File: config.mk
export PLATFORM = sky130hd
export DESIGN_NAME = light_start_detector
export DESIGN_NICKNAME = d
export VERILOG_FILES = /design/src/sv/lsd_pkg.sv /design/src/sv/light_start_detector.sv
export SDC_FILE = /design/constraint.sdc
export NUM_CORES = 1
export LEC_CHECK = 0
export BUFFER_PORTS_ARGS = -buffer_cell sky130_fd_sc_hd__buf_2
export CORE_UTILIZATION = 60
export CTS_CLUSTER_DIAMETER = 200
export CTS_CLUSTER_SIZE = 12
export DETAILED_ROUTE_END_ITERATION = 7
export PLACE_DENSITY = 0.8
export SLEW_MARGIN = 0
export SYNTH_ARGS = -nofsm -noshare
export SYNTH_HDL_FRONTEND = slang
export SYNTH_SLANG_ARGS = --single-unit
File: constraint.sdc
create_clock -name clk -period 11.2 [get_ports clk]
set_input_delay 2.8 -clock clk [delete_from_list [all_inputs] [get_ports clk]]
set_output_delay 2.8 -clock clk [all_outputs]
set_load 0.05 [all_outputs]
File: src/sv/lsd_pkg.sv
// Shared constants and status codes for the light start detector.
// Used by the top level and by its port checker; depends on nothing.
package lsd_pkg;

  localparam int SAMPLE_BITS   = 12;
  localparam int FRACTION_BITS = 8;
  localparam int FILTER_W      = SAMPLE_BITS + FRACTION_BITS;

  localparam int LEVEL_W    = 12;
  localparam int ELAPSED_W  = 10;
  localparam int WINDOW_W   = 16;
  localparam int BAND_W     = 8;
  localparam int THRESH_W   = 13;
  localparam int STATUS_W   = 3;
  localparam int FILTOUT_W  = 12;
  localparam int TIMER_W    = 17;
  localparam int CFG_IDX_W  = 2;
  localparam int CFG_DATA_W = 16;

  localparam int IN_DATA_W  = 24;
  localparam int OUT_DATA_W = 48;

  localparam logic [LEVEL_W-1:0] MIN_GAP      = LEVEL_W'(100);
  localparam logic [LEVEL_W-1:0] SHIELD_LIMIT = LEVEL_W'(1000);

  localparam int WEIGHT_NEW   = 77;
  localparam int WEIGHT_OLD   = 179;
  localparam int WEIGHT_SHIFT = 8;

  // Division by ten as a multiply by 6554 / 2^16; exact for 12-bit values.
  localparam int DIV10_MUL   = 6554;
  localparam int DIV10_SHIFT = 16;

  localparam logic [TIMER_W-1:0] TIMER_MAX = '1;

  localparam logic [1:0] MODE_WATCH   = 2'd0;
  localparam logic [1:0] MODE_CONFIRM = 2'd1;
  localparam logic [1:0] MODE_DETECT  = 2'd2;

  localparam logic [STATUS_W-1:0] STAT_WATCH   = 3'd0;
  localparam logic [STATUS_W-1:0] STAT_CONFIRM = 3'd1;
  localparam logic [STATUS_W-1:0] STAT_DETECT  = 3'd2;
  localparam logic [STATUS_W-1:0] STAT_SHIELD  = 3'd3;
  localparam logic [STATUS_W-1:0] STAT_CLOSE   = 3'd4;

  localparam logic [CFG_IDX_W-1:0] REG_ON_LEVEL  = 2'd0;
  localparam logic [CFG_IDX_W-1:0] REG_OFF_LEVEL = 2'd1;
  localparam logic [CFG_IDX_W-1:0] REG_WINDOW    = 2'd2;
  localparam logic [CFG_IDX_W-1:0] REG_BAND      = 2'd3;

endpackage

File: src/sv/light_start_detector.sv
// Light start detector: filtered light level with hysteresis thresholds
// and a confirmation window. Depends on lsd_pkg.
//
// An accepted item goes into the input register, then the result register.
// Throughput: one item per cycle while the output is not stalled; the filter
// update and mode step for an item are one pass of logic between the two registers.
// Reset: rst (synchronous) restores the calibration registers, clears the
// filter and timer, returns the mode to watching and empties both stages.
module light_start_detector (
  input  logic                             clk,
  input  logic                             rst,
  input  logic                             s_tvalid,
  output logic                             s_tready,
  // [11:0] light_sample, [21:12] elapsed_ms, [23:22] zero
  input  logic [lsd_pkg::IN_DATA_W-1:0]    s_tdata,
  output logic                             m_tvalid,
  input  logic                             m_tready,
  // [2:0] detect_status, [14:3] filtered_level, [27:15] low_level,
  // [40:28] high_level, [47:41] zero
  output logic [lsd_pkg::OUT_DATA_W-1:0]   m_tdata,
  input  logic                             cfg_valid,
  output logic                             cfg_ready,
  input  logic [lsd_pkg::CFG_IDX_W-1:0]    cfg_index,
  input  logic [lsd_pkg::CFG_DATA_W-1:0]   cfg_data
);
  import lsd_pkg::*;

  localparam int MUL_W = FILTER_W + 9;
  localparam int DIV_W = LEVEL_W + 13;
  localparam int QUO_W = THRESH_W - 1;

  // Calibration registers.
  logic [LEVEL_W-1:0]  on_level;
  logic [LEVEL_W-1:0]  off_level;
  logic [WINDOW_W-1:0] window_ms;
  logic [BAND_W-1:0]   band;

  // Item state.
  logic [FILTER_W-1:0] filter_value, filter_next;
  logic [1:0]          detect_mode, detect_mode_next;
  logic [TIMER_W-1:0]  window_timer, window_timer_next;

  // Input register.
  logic                 in_valid;
  logic [LEVEL_W-1:0]   in_sample;
  logic [ELAPSED_W-1:0] in_elapsed;

  // Result register.
  logic                 out_valid;
  logic [STATUS_W-1:0]  out_status, out_status_next;
  logic [FILTOUT_W-1:0] out_filtered, out_filtered_next;
  logic [THRESH_W-1:0]  out_low, out_low_next;
  logic [THRESH_W-1:0]  out_high, out_high_next;

  logic advance;

  // Thresholds and calibration check.
  logic [THRESH_W-1:0] gap;
  logic                bad_cal;
  logic [DIV_W-1:0]    gap_prod;
  logic [QUO_W-1:0]    gap_tenth;
  logic [THRESH_W-1:0] low_level, high_level;
  logic [THRESH_W+FRACTION_BITS-1:0] low_fx, high_fx;

  // Filter and timer.
  logic [SAMPLE_BITS-1:0] sample;
  logic [FILTER_W-1:0]    sample_fx;
  logic [MUL_W-1:0]       filter_sum;
  logic [FILTER_W-1:0]    filter_upd;
  logic [TIMER_W:0]       timer_sum;
  logic [TIMER_W-1:0]     timer_sat;
  logic [THRESH_W+FRACTION_BITS-1:0] filter_ext;

  assign cfg_ready = 1'b1;
  assign advance   = in_valid && (!out_valid || m_tready);
  assign s_tready  = !in_valid || advance;
  assign m_tvalid  = out_valid;
  assign m_tdata   = {7'd0, out_high, out_low, out_filtered, out_status};

  assign gap       = {1'b0, off_level} - {1'b0, on_level};
  assign bad_cal   = gap[THRESH_W-1] || (gap[LEVEL_W-1:0] <= MIN_GAP);
  assign gap_prod  = DIV_W'(gap[LEVEL_W-1:0]) * DIV_W'(DIV10_MUL);
  assign gap_tenth = QUO_W'(gap_prod >> DIV10_SHIFT);
  assign low_level  = THRESH_W'(on_level) + THRESH_W'(gap_tenth);
  assign high_level = low_level + THRESH_W'(band);
  assign low_fx     = {low_level, {FRACTION_BITS{1'b0}}};
  assign high_fx    = {high_level, {FRACTION_BITS{1'b0}}};

  assign sample     = SAMPLE_BITS'(in_sample);
  assign sample_fx  = {sample, {FRACTION_BITS{1'b0}}};
  assign filter_sum = MUL_W'(sample_fx) * MUL_W'(WEIGHT_NEW)
                    + MUL_W'(filter_value) * MUL_W'(WEIGHT_OLD);
  assign filter_upd = FILTER_W'(filter_sum >> WEIGHT_SHIFT);
  assign filter_ext = (THRESH_W + FRACTION_BITS)'(filter_upd);

  assign timer_sum = {1'b0, window_timer} + (TIMER_W + 1)'(in_elapsed);
  assign timer_sat = timer_sum[TIMER_W] ? TIMER_MAX : timer_sum[TIMER_W-1:0];

  always_comb begin
    filter_next       = filter_value;
    detect_mode_next  = detect_mode;
    window_timer_next = window_timer;
    out_status_next   = STAT_WATCH;
    out_low_next      = '0;
    out_high_next     = '0;
    if (bad_cal) begin
      // State is held; only the status and the held filter are reported.
      out_status_next = (off_level < SHIELD_LIMIT) ? STAT_SHIELD : STAT_CLOSE;
    end else begin
      filter_next   = filter_upd;
      out_low_next  = low_level;
      out_high_next = high_level;
      case (detect_mode)
        MODE_CONFIRM: begin
          window_timer_next = timer_sat;
          if (filter_ext > high_fx) begin
            detect_mode_next = MODE_WATCH;
          end else if (timer_sat >= TIMER_W'(window_ms)) begin
            detect_mode_next = (filter_ext < low_fx) ? MODE_DETECT : MODE_WATCH;
          end
        end
        MODE_DETECT: begin
          detect_mode_next = MODE_DETECT;
        end
        default: begin
          detect_mode_next = MODE_WATCH;
          if (filter_ext < low_fx) begin
            detect_mode_next  = MODE_CONFIRM;
            window_timer_next = '0;
          end
        end
      endcase
      out_status_next = STATUS_W'(detect_mode_next);
    end
    out_filtered_next = FILTOUT_W'(filter_next >> FRACTION_BITS);
  end

  always_ff @(posedge clk) begin
    if (rst) begin
      on_level  <= '0;
      off_level <= '1;
      window_ms <= WINDOW_W'(1000);
      band      <= BAND_W'(5);
    end else if (cfg_valid && cfg_ready) begin
      case (cfg_index)
        REG_ON_LEVEL:  on_level  <= cfg_data[LEVEL_W-1:0];
        REG_OFF_LEVEL: off_level <= cfg_data[LEVEL_W-1:0];
        REG_WINDOW:    window_ms <= cfg_data[WINDOW_W-1:0];
        REG_BAND:      band      <= cfg_data[BAND_W-1:0];
        default: begin
        end
      endcase
    end
  end

  always_ff @(posedge clk) begin
    if (rst) begin
      in_valid     <= 1'b0;
      out_valid    <= 1'b0;
      filter_value <= '0;
      detect_mode  <= MODE_WATCH;
      window_timer <= '0;
    end else begin
      if (s_tvalid && s_tready) begin
        in_valid <= 1'b1;
      end else if (advance) begin
        in_valid <= 1'b0;
      end
      if (advance) begin
        out_valid    <= 1'b1;
        filter_value <= filter_next;
        detect_mode  <= detect_mode_next;
        window_timer <= window_timer_next;
      end else if (m_tready) begin
        out_valid <= 1'b0;
      end
    end
  end

  always_ff @(posedge clk) begin
    if (s_tvalid && s_tready) begin
      in_sample  <= s_tdata[LEVEL_W-1:0];
      in_elapsed <= s_tdata[LEVEL_W +: ELAPSED_W];
    end
    if (advance) begin
      out_status   <= out_status_next;
      out_filtered <= out_filtered_next;
      out_low      <= out_low_next;
      out_high     <= out_high_next;
    end
  end

endmodule

# Word-level counts from Yosys, hierarchy flattened
# Cells that the tools add are included.
[op_classes]
n_lt_le_gt_ge = 5
add_sub_neg = 5
eq_ne = 5
mux = 15
bitwise = 2
reduce_logical = 17
mul = 3
[op_table]
columns = ["op", "count"]
rows = [
  ["$mux 17", 2],
  ["$pmux 17 s2", 1],
  ["$add 27x28->28", 1],
  ["$mul 20x8->28 const B", 1],
  ["$mul 12x12->24 const B", 1],
  ["$gt 20x21->1", 1],
  ["$lt 20x21->1", 1],
  ["$mux 20", 1],
  ["$mul 12x7->19 const B", 1],
  ["$add 17x10->18", 1],
  ["$ge 17x16->1", 1],
  ["$add 12x9->13", 1],
  ["$add 13x8->13", 1],
  ["$sub 12x12->13", 1],
  ["$le 12x7->1 const B", 1],
  ["$lt 12x10->1 const B", 1],
  ["$reduce_and 2->1", 5],
  ["$mux 2", 4],
  ["$eq 2x2->1 const B", 3],
  ["$reduce_bool 2->1", 3],
  ["$mux 1", 5],
  ["$eq 2x1->1 const B", 2],
  ["$pmux 2 s2", 1],
  ["$reduce_and 4->1", 1],
  ["6 further kinds", 11],
]
[word_totals]
out_inout_bits = 51
inputBits = 47
wordCells = 69
regBits = 152

# Longest topological paths before layout
# Gate-level depths: netlist of run 1.
[logic_depth]
depth_word = 9
mapped_depth = 53
depth_no_buf = 53

# Worst setup path after synthesis of run 1
# OpenSTA, ideal clock, no wires.
[synth_timing]
path_kind = "reg2reg"
startpoint = "reg on_level[1]"
endpoint = "reg out_status[0] (data pin)"
path_buffers = 0
path_slack_ns = 0.960
t_arrival_ns = 10.094
stages_incl_launch_ff = 52
cell_sequence = "dfxtp_1 -> inv_1 -> ha_1 -> nor2b_1 -> o31a_1 -> o31a_1 -> o31a_1 -> a21o_1 -> a21oi_1 -> nor2b_1 -> o21ai_0 -> nand2b_1 -> xor2_1 -> ha_1 -> inv_1 -> fa_1 -> inv_1 -> fa_1 -> [... 16 more ...] -> nor3_1 -> nor3_1 -> xnor2_1 -> inv_1 -> ha_1 -> and3_1 -> a21oi_1 -> nor3_1 -> xor2_1 -> ha_1 -> a2111o_1 -> nor2_1 -> o21ai_0 -> a31oi_1 -> a311oi_1 -> o31ai_1 -> o31ai_1 -> a21oi_1"
[synth_via]
elab_chain_cells = 8
[synth_rtl]
columns = ["item", "line", "rtl"]
rows = [
  ["from (decl)", "light_start_detector.sv:33", "logic [LEVEL_W-1:0] on_level;"],
  ["from (signal assigned)", "light_start_detector.sv:146", "REG_ON_LEVEL: on_level <= cfg_data[LEVEL_W-1:0];"],
  ["$sub 12x12->13", "light_start_detector.sv:80", "assign gap = {1'b0, off_level} - {1'b0, on_level};"],
  ["$mul 12x12->24", "light_start_detector.sv:82", "assign gap_prod = DIV_W'(gap[LEVEL_W-1:0]) * DIV_W'(DIV10_MUL);"],
  ["$add 12x9->13 (*)", "light_start_detector.sv:84", "assign low_level = THRESH_W'(on_level) + THRESH_W'(gap_tenth);"],
  ["named net low_level[7]", "light_start_detector.sv:62", "logic [THRESH_W-1:0] low_level, high_level;"],
  ["$add 13x8->13", "light_start_detector.sv:85", "assign high_level = low_level + THRESH_W'(band);"],
  ["$gt 20x21->1", "light_start_detector.sv:116", "if (filter_ext > high_fx) begin"],
  ["$mux 2", "light_start_detector.sv:116", ""],
  ["$pmux 2 s2 (*)", "light_start_detector.sv:113", "case (detect_mode)"],
  ["$mux 2 (*)", "light_start_detector.sv:106", "if (bad_cal) begin"],
  ["named net out_status_next[0]", "light_start_detector.sv:50", "logic [STATUS_W-1:0] out_status, out_status_next;"],
  ["to (signal assigned)", "light_start_detector.sv:186", "out_status <= out_status_next;"],
  ["to (decl)", "light_start_detector.sv:50", ""],
]
# The timed path passes the listed nets; every way through them passes the cells marked *.
# A chain may end at the register's enable or synchronous reset.

# Final worst setup path of run 1
# Ends and elaborated chain as after synthesis.

==> summary.txt, run 1 <==
Floorplan
  – Die height: 168 µm
  – Initial Util: 0.612
  – Row count: 60
  – I/O pins: 98
  – Core ar.: 26900 µm²
  – Die Width: 168 µm
  – Die footprint: 28100 µm²

Yosys
  – Async set-reset flop share out of synthesis: 0
  – Share of the synthesized area in the top cell type: 0.227
  – Most frequent cells after synthesis: inv_1, ha_1, nand2_1, fa_1, nor2_1
  – Synth area leaders: ha_1, fa_1, edfxtp_1
  – Sequential area share after synthesis: 0.224
  – #FFs+latches synth: 152
  – Syn Std Cell Area: 16400 µm²
  – Synth Instances: 1819
  – Top_reg_cell synth: dfxtp_1
  – EDFF count, synth: 63
  – Largest area contributor in the netlist: ha_1
  – Netlist cell types: 82
  – Syn avg cell area: 9.04 µm²
  – Most frequent cell after synthesis: inv_1
  – Synth warnings: 0

STA
  – Max Clk Rate: 92.8 MHz
  – Fin crit period: 10.78 ns
  – Setup violators final: 0
  – Max-slew violation count: 0
  – Max transition margin: 0.277
  – Skew final: 0.0127 ns
  – Final hold violations: 0
  – Fin crit share: 0.962
  – Worst-Margin Slew: 1.08 ns

Outcome
  – Status: finished, final reports clean

Clock network
  – Num CTS Buffers: 17
  – Hold buffer count at cts: 0
  – Clock Latency Late Sink: 0.45 ns
  – CTS tree: built
  – Clock Path Buffers: 2
  – Clock slew at reported path FFs: 0.08 ns
  – Clock root buffer: clkbuf_16
  – H-tree depth: 4
  – Clock sink count: 152

Route
  – Highest Signal Layer: met4
  – DRC viols: 0
  – Met2 wire length: 19200 µm
  – Met1 WL: 16200 µm
  – Via count: 13100
  – Routed vias/inst: 5.70
  – Remaining antenna violation count after routing: 0
  – Routed WL per cell: 16.7 µm
  – DR WL met3: 1960 µm
  – Drt total wl: 38200 µm
  – Initial DRC count: 945
  – Pre-Repair DR Iteration Count: 5

Place
  – I/O Buffers: 87
  – Gp weighted congestion: 0.914
  – DP HPWL: 29800 µm
  – DP Area: 17500 µm²

Global routing
  – Antenna violations before repair: 0
  – First-pass GRT wire length: 62200 µm
  – Largest net degree at the start of global routing: 90
  – Aggregate global routing overflow: 0
  – Number of global-route vias before repair: 13200
  – Gr usage total: 0.277

Layout
  – Layout cell share with drive strength beyond 1: 0.140
  – Post-layout nets: 2409
  – # fillers: 2015
  – # diodes: 0
  – Post-Layout Inst Area: 18400 µm²
  – Layout area overhead: 12.2%

Critical path
  – Max incr delay on CP: 0.56 ns
  – CP max FO: 4
  – Critical path's slowest cell: fa_1
  – CP Launch Type: flop
  – Nature of the critical path endpoint: flop
  – Kind of critical path: reg -> reg
  – Critical path arrival: 11.08 ns
  – Required time worst endpoint: 11.51 ns

Run
  – Max-Cap Viols: 0

Worst hold path
  – Hold crit path type: reg -> reg
-- final cells by class --
class	instances	area, µm²	area share
multi-input cells	1273	11500	0.626
flip-flops and latches	152	3680	0.199
inverters	355	1330	0.0722
repair buffers	142	848	0.0460
clock buffers	20	500	0.0271
well taps	341	427	0.0231
clock inverters	12	116	0.00631
-- layout by cell type (no fill, tap or decap), types with 45 or more instances in the layout --
cell and instances:
buf_2 87, dfxtp_1 87, nor2_1 118, ha_1 291
buf_4 55, fa_1 123, nand2_1 148, xnor2_1 45
edfxtp_1 63, a21oi_1 110, inv_1 351
-- critical path, delay by kind of cell, from the launching register on --
| family | cells | cell delay, ns |
|---|---|---|
| AO/OA/AOI/OAI | 21 | 3.99 |
| AND/OR/NAND/NOR | 12 | 1.64 |
| buffers and inverters | 9 | 0.80 |
| XOR/XNOR | 3 | 0.63 |
| flip-flops | 1 | 0.34 |
| adder cells (fa/ha/maj) | 9 | 3.20 |
-- routing by layer --
metal,vias up,global-route usage
met5,-,0
met4,0,0.0742
met3,71,0.0399
met2,397,0.493
met1,6336,0.349
li1,6275,-
-- registers in the layout, summed over array words and instances (netlist names) --
signal	cells
m_tvalid	1
out_low	13
in_sample	12
out_high	13
out_filtered	12
out_status	3
off_level	12
filter_value	20
in_elapsed	10
in_valid	1
detect_mode	2
window_ms	16
band	8
on_level	12
window_timer	17
-- logic make-up after synthesis --
logic type / share of synthesized area
AO/OA/AOI/OAI: 0.120
buffers and inverters: 0.0955
AND/OR/NAND/NOR: 0.133
other: 0.000457
multiplexers: 0.00929
adder cells (fa/ha/maj): 0.377
flip-flops: 0.224
XOR/XNOR: 0.0415
-- final timing paths --
path,start,end,slack (ns),depth (start not counted)
setup reg to reg,on_level[1],out_status[0],0.42,54
hold reg to reg,window_ms[12],window_ms[12],0.46,2
hold / removal,window_ms[12],window_ms[12],0.46,2
setup / recovery,on_level[1],out_status[0],0.42,54
-- what timing repair did --
item                       CTS  global route
buffers inserted             0             8
gates cloned                 0             0
setup endpoints to repair    4             4
resized for setup            2            64
pin swaps                    0            40
-- metrics by stage --
step	cells	utilization	setup TNS [ns]	hold WS [ns]	worst slack, ns
2_1_floorplan	1825	-	0	0.436	0.960
3_3_place_gp	2255	0.650	0	0.448	0.270
3_5_place_dp	2255	0.650	-0.0398	0.452	-0.0252
4_1_cts	2287	0.673	0	0.462	0.0350
5_1_grt	2295	0.686	-0.610	0.481	-0.169
6_report	2295	0.686	0	0.457	0.422
Power of run 1 is left out: the tool's default activity adds up to more than one toggle a clock period on the data nets, which glitch-free logic cannot reach.
==> inputs of run 2 (changes only) <==
Settings changed: GPL_TIMING_DRIVEN from default to 0.
Clock period 11.2 ns to 10.2 ns, I/O delays scaled along.
==> run 2 against run 1 <==
Compared with the run above:
- largest cell class unchanged
- highest routed layer unchanged
- routed wire length is 7.6% higher
- utilization increased by 0.92 points
- the flow now finishes with violations (setup timing)
- clock skew up 0.00093 ns
- sequential cell count unchanged
==> summary.txt, run 2 (synthesis gave the netlist of run 1 again) <==
Route
  – Remaining antenna violation count after routing: 0
  – Routed vias/inst: 5.77
  – DRC viols: 0
  – Initial DRC count: 980
  – Routed WL per cell: 17.7 µm
  – Via count: 13400
  – Pre-Repair DR Iteration Count: 5
  – Drt total wl: 41100 µm

Global routing
  – M1 GR Usage: 0.389
  – Aggregate global routing overflow: 0
  – Met3 Use GR: 0.0437
  – Gr usage total: 0.295
  – GRT busiest layer: met2
  – First-pass GRT wire length: 65200 µm
  – Number of global-route vias before repair: 13300
  – Antenna violations before repair: 0
  – Met2 Resource Use GR: 0.488
  – Largest net degree at the start of global routing: 34

Clock network
  – Clock sink count: 152
  – Clock root buffer: clkbuf_16
  – Clock slew at reported path FFs: 0.07 ns
  – Hold buffer count at cts: 0
  – Num CTS Buffers: 17
  – CTS tree: built
  – Clock Latency Late Sink: 0.45 ns
  – Clock Path Buffers: 2
  – H-tree depth: 4

Layout
  – # diodes: 0
  – Most common cell after layout, fill and taps aside: inv_1
  – Largest regs: filter_value x20, window_timer x17, window_ms x16
  – Layout cell share with drive strength beyond 1: 0.150
  – Most frequent cells in the layout: inv_1, ha_1, nand2_1
  – Post-layout nets: 2432
  – Largest reg by FF count: filter_value
  – Register area: 3690 µm²
  – # fillers: 1939
  – Layout area overhead: 13.7%
  – Multi-input gate area: 11700 µm²
  – Max reg flops: 20

STA
  – Skew final: 0.0137 ns
  – Worst-Margin Slew: 1.11 ns
  – RSZ-0062 raised after global routing: yes
  – Final Worst Setup Slack: -0.616 ns
  – Max-slew violation count: 0
  – Final hold violations: 0
  – Fin crit share: 1.06
  – Max Clk Rate: 92.5 MHz
  – Max transition margin: 0.263
  – Worst Hold Slack: 0.455 ns
  – Final TNS setup: -2.19 ns
  – Setup violators final: 4
  – Fin crit period: 10.82 ns

Place
  – Pre-CTS WS: -2.04 ns
  – I/O Buffers: 86
  – DP HPWL: 32100 µm
  – Gp weighted congestion: 0.966

Critical path
  – Nature of the critical path endpoint: flop
  – Critical path's slowest cell: fa_1
  – Max incr delay on CP: 0.51 ns
  – CP max FO: 4
  – Critical path arrival: 11.17 ns
  – Kind of critical path: reg -> reg
  – CP Launch Type: flop
  – CP Buf/Inv Count: 7
  – CP delay by family, top: compound AO/OA/AOI/OAI gates
  – Required time worst endpoint: 10.55 ns

Floorplan
  – Die height: 168 µm
  – I/O pins: 98
  – Initial Util: 0.612
  – Core ar.: 26900 µm²
  – Row count: 60
  – Die Width: 168 µm
  – Die footprint: 28100 µm²

Outcome
  – Failing checks: setup timing
  – Status: finished with violations

Run
  – Max-Cap Viols: 0

Worst hold path
  – Hold crit path type: reg -> reg
## run 2: path summary, 6_finish.rpt
| kind | start | end | slack (ns) | depth (start not counted) |
|---|---|---|---|---|
| worst max-delay path | on_level[1] | detect_mode[0] | -0.62 | 52 |
| worst min register to register | window_ms[11] | window_ms[11] | 0.46 | 2 |
| worst max register to register | on_level[1] | detect_mode[0] | -0.62 | 52 |
| worst min-delay path | window_ms[11] | window_ms[11] | 0.46 | 2 |
## run 2: metal layers
layer | wire length, µm | share of wire
met1 | 17300 | 0.42
met2 | 19500 | 0.47
met3 | 2940 | 0.072
met4 | 1360 | 0.033
met5 | 0 | 0
## run 2: tightest hold or removal path, stage by stage, from the launching register on
cell     delay (ns)
dfxtp_1        0.31
nand2_1        0.05
a21oi_1        0.05
## run 2: final cells by class
| type | instances | share of cell area |
|---|---|---|
| multi-input cells | 1273 | 0.628 |
| repair buffers | 120 | 0.0376 |
| flip-flops and latches | 152 | 0.197 |
| clock buffers | 21 | 0.0264 |
| well taps | 341 | 0.0228 |
| inverters | 355 | 0.0714 |
| clock inverters | 11 | 0.00435 |
| plain buffers | 45 | 0.0127 |
## run 2: per-stage QoR
step | instance area (µm²) | util | instances
finish | 18700 | 0.695 | 2318
global route | 18700 | 0.695 | 2318
floorplan | 16500 | - | 1825
detailed placement | 17300 | 0.645 | 2253
global placement | 17300 | 0.644 | 2252
CTS | 18300 | 0.681 | 2301
## run 2: repair_timing
item                       in CTS  in global routing
hold endpoints to repair        0                  0
setup endpoints to repair      23                 21
pin swaps                      48                 51
gates resized for setup        51                 54
setup buffers                  16                 17
Power of run 2 is left out for the same reason.
==> inputs of run 3 (changes only) <==
Clock period 10.2 ns to 12.6 ns, I/O delays scaled along.
==> run 3 against run 2 <==
Compared with the run above:
- clock-buffer cell count is 1 higher
- the run now ends clean
- routed wire length shrank 6.2%
- global-route usage down 0.96 points
- highest routed layer unchanged
==> summary.txt, run 3 (synthesis gave the netlist of run 1 again) <==
Global routing
  – First-pass GRT wire length: 63000 µm
  – Met3 Use GR: 0.0456
  – Met2 Resource Use GR: 0.473
  – Antenna violations before repair: 0
  – Gr usage total: 0.285
  – Aggregate global routing overflow: 0
  – Largest net degree at the start of global routing: 34
  – M1 GR Usage: 0.383
  – GRT busiest layer: met2
  – Number of global-route vias before repair: 12900

Clock network
  – Clock Latency Late Sink: 0.45 ns
  – Clock root buffer: clkbuf_16
  – Hold buffer count at cts: 0
  – Clock sink count: 152
  – CTS tree: built
  – H-tree depth: 4
  – Clock Path Buffers: 2
  – Num CTS Buffers: 17
  – Clock slew at reported path FFs: 0.07 ns

Layout
  – Post-layout nets: 2399
  – Most common cell after layout, fill and taps aside: inv_1
  – Layout cell share with drive strength beyond 1: 0.0962
  – Largest reg by FF count: filter_value
  – Max reg flops: 20
  – # diodes: 0
  – Final non-filler cell total: 2285
  – Most frequent cells in the layout: inv_1, ha_1, nand2_1
  – Layout area overhead: 9.17%
  – # fillers: 2127
  – Largest regs: filter_value x20, window_timer x17, window_ms x16

STA
  – Setup violators final: 0
  – Worst-Margin Slew: 1.07 ns
  – Max-slew violation count: 0
  – Fin crit period: 11.88 ns
  – Final hold violations: 0
  – Fin crit share: 0.942
  – Worst Hold Slack: 0.453 ns
  – RSZ-0062 raised after global routing: no
  – Max Clk Rate: 84.2 MHz
  – Skew final: 0.0109 ns
  – Max transition margin: 0.286
  – Final TNS setup: 0 ns

Route
  – Drt total wl: 38600 µm
  – Routed WL per cell: 16.9 µm
  – Via count: 12900
  – Routed vias/inst: 5.66
  – DRC viols: 0
  – Pre-Repair DR Iteration Count: 5
  – Initial DRC count: 1020
  – Remaining antenna violation count after routing: 0

Critical path
  – Kind of critical path: reg -> reg
  – CP Launch Type: flop
  – CP Buf/Inv Count: 6
  – Required time worst endpoint: 12.90 ns
  – Nature of the critical path endpoint: flop
  – Critical path's slowest cell: fa_1
  – CP max FO: 5
  – Max incr delay on CP: 0.53 ns
  – CP delay by family, top: compound AO/OA/AOI/OAI gates
  – Critical path arrival: 12.17 ns

Floorplan
  – Die footprint: 28100 µm²
  – I/O pins: 98
  – Initial Util: 0.612
  – Row count: 60
  – Die height: 168 µm
  – Die Width: 168 µm
  – Core ar.: 26900 µm²

Place
  – I/O Buffers: 86
  – DP HPWL: 31500 µm
  – Gp weighted congestion: 0.944
  – Placed cell count: 2253

Run
  – Max-Cap Viols: 0

Worst hold path
  – Hold crit path type: reg -> reg

Outcome
  – Status: finished, final reports clean
[run 3: changes by cell type in the layout (fill, tap and decap cells not counted), moves of 6 or more]
cell     delta
a21oi_1    +11
a21oi_2    -10
buf_4      -32
ha_1       +10
ha_4        -8
inv_1       +7
inv_2       -6
nor3_1      +6
o21ai_0     +6
xnor2_1    +10
xnor2_2    -10
[run 3: per-layer routing]
metal,up-vias,part of all wire
met5,-,0
met1,6214,0.44
li1,6260,-
met4,0,0.023
met2,405,0.47
met3,60,0.061
[run 3: repair_timing]
item | 4_1_cts | 5_1_grt
setup endpoints to repair | 0 | 4
buffers inserted | 0 | 0
gates resized for setup | 0 | 5
[run 3: final timing paths]
path	start	depth (start not counted)	endpoint	slack (ns)
min	window_ms[14]	2	window_ms[14]	0.45
min reg2reg	window_ms[14]	2	window_ms[14]	0.45
max reg2reg	on_level[1]	51	out_status[0]	0.72
max	on_level[1]	51	out_status[0]	0.72
[run 3: worst min-delay path: stages (launching register included)]
cell and delay (ns):
dfxtp_1 0.30, nand2_1 0.05, a21oi_1 0.05
[run 3: per-stage QoR]
step / util / cell area (µm²) / worst slack [ns]
after floorplan: - / 16500 / 2.36
after global placement: 0.644 / 17300 / 0.480
after detailed placement: 0.645 / 17300 / 0.403
after CTS: 0.667 / 17900 / 0.318
after global routing: 0.668 / 17900 / 0.0650
final: 0.668 / 17900 / 0.725
[run 3: layout make-up]
cell class,instances,area (µm²),share of cell area
clock inverters,10,76.3,0.00425
well taps,341,427,0.0238
flip-flops and latches,152,3670,0.205
plain buffers,45,238,0.0132
multi-input cells,1273,11200,0.627
inverters,355,1330,0.0743
clock buffers,22,497,0.0277
repair buffers,87,450,0.0251
Power of run 3 is left out for the same reason.
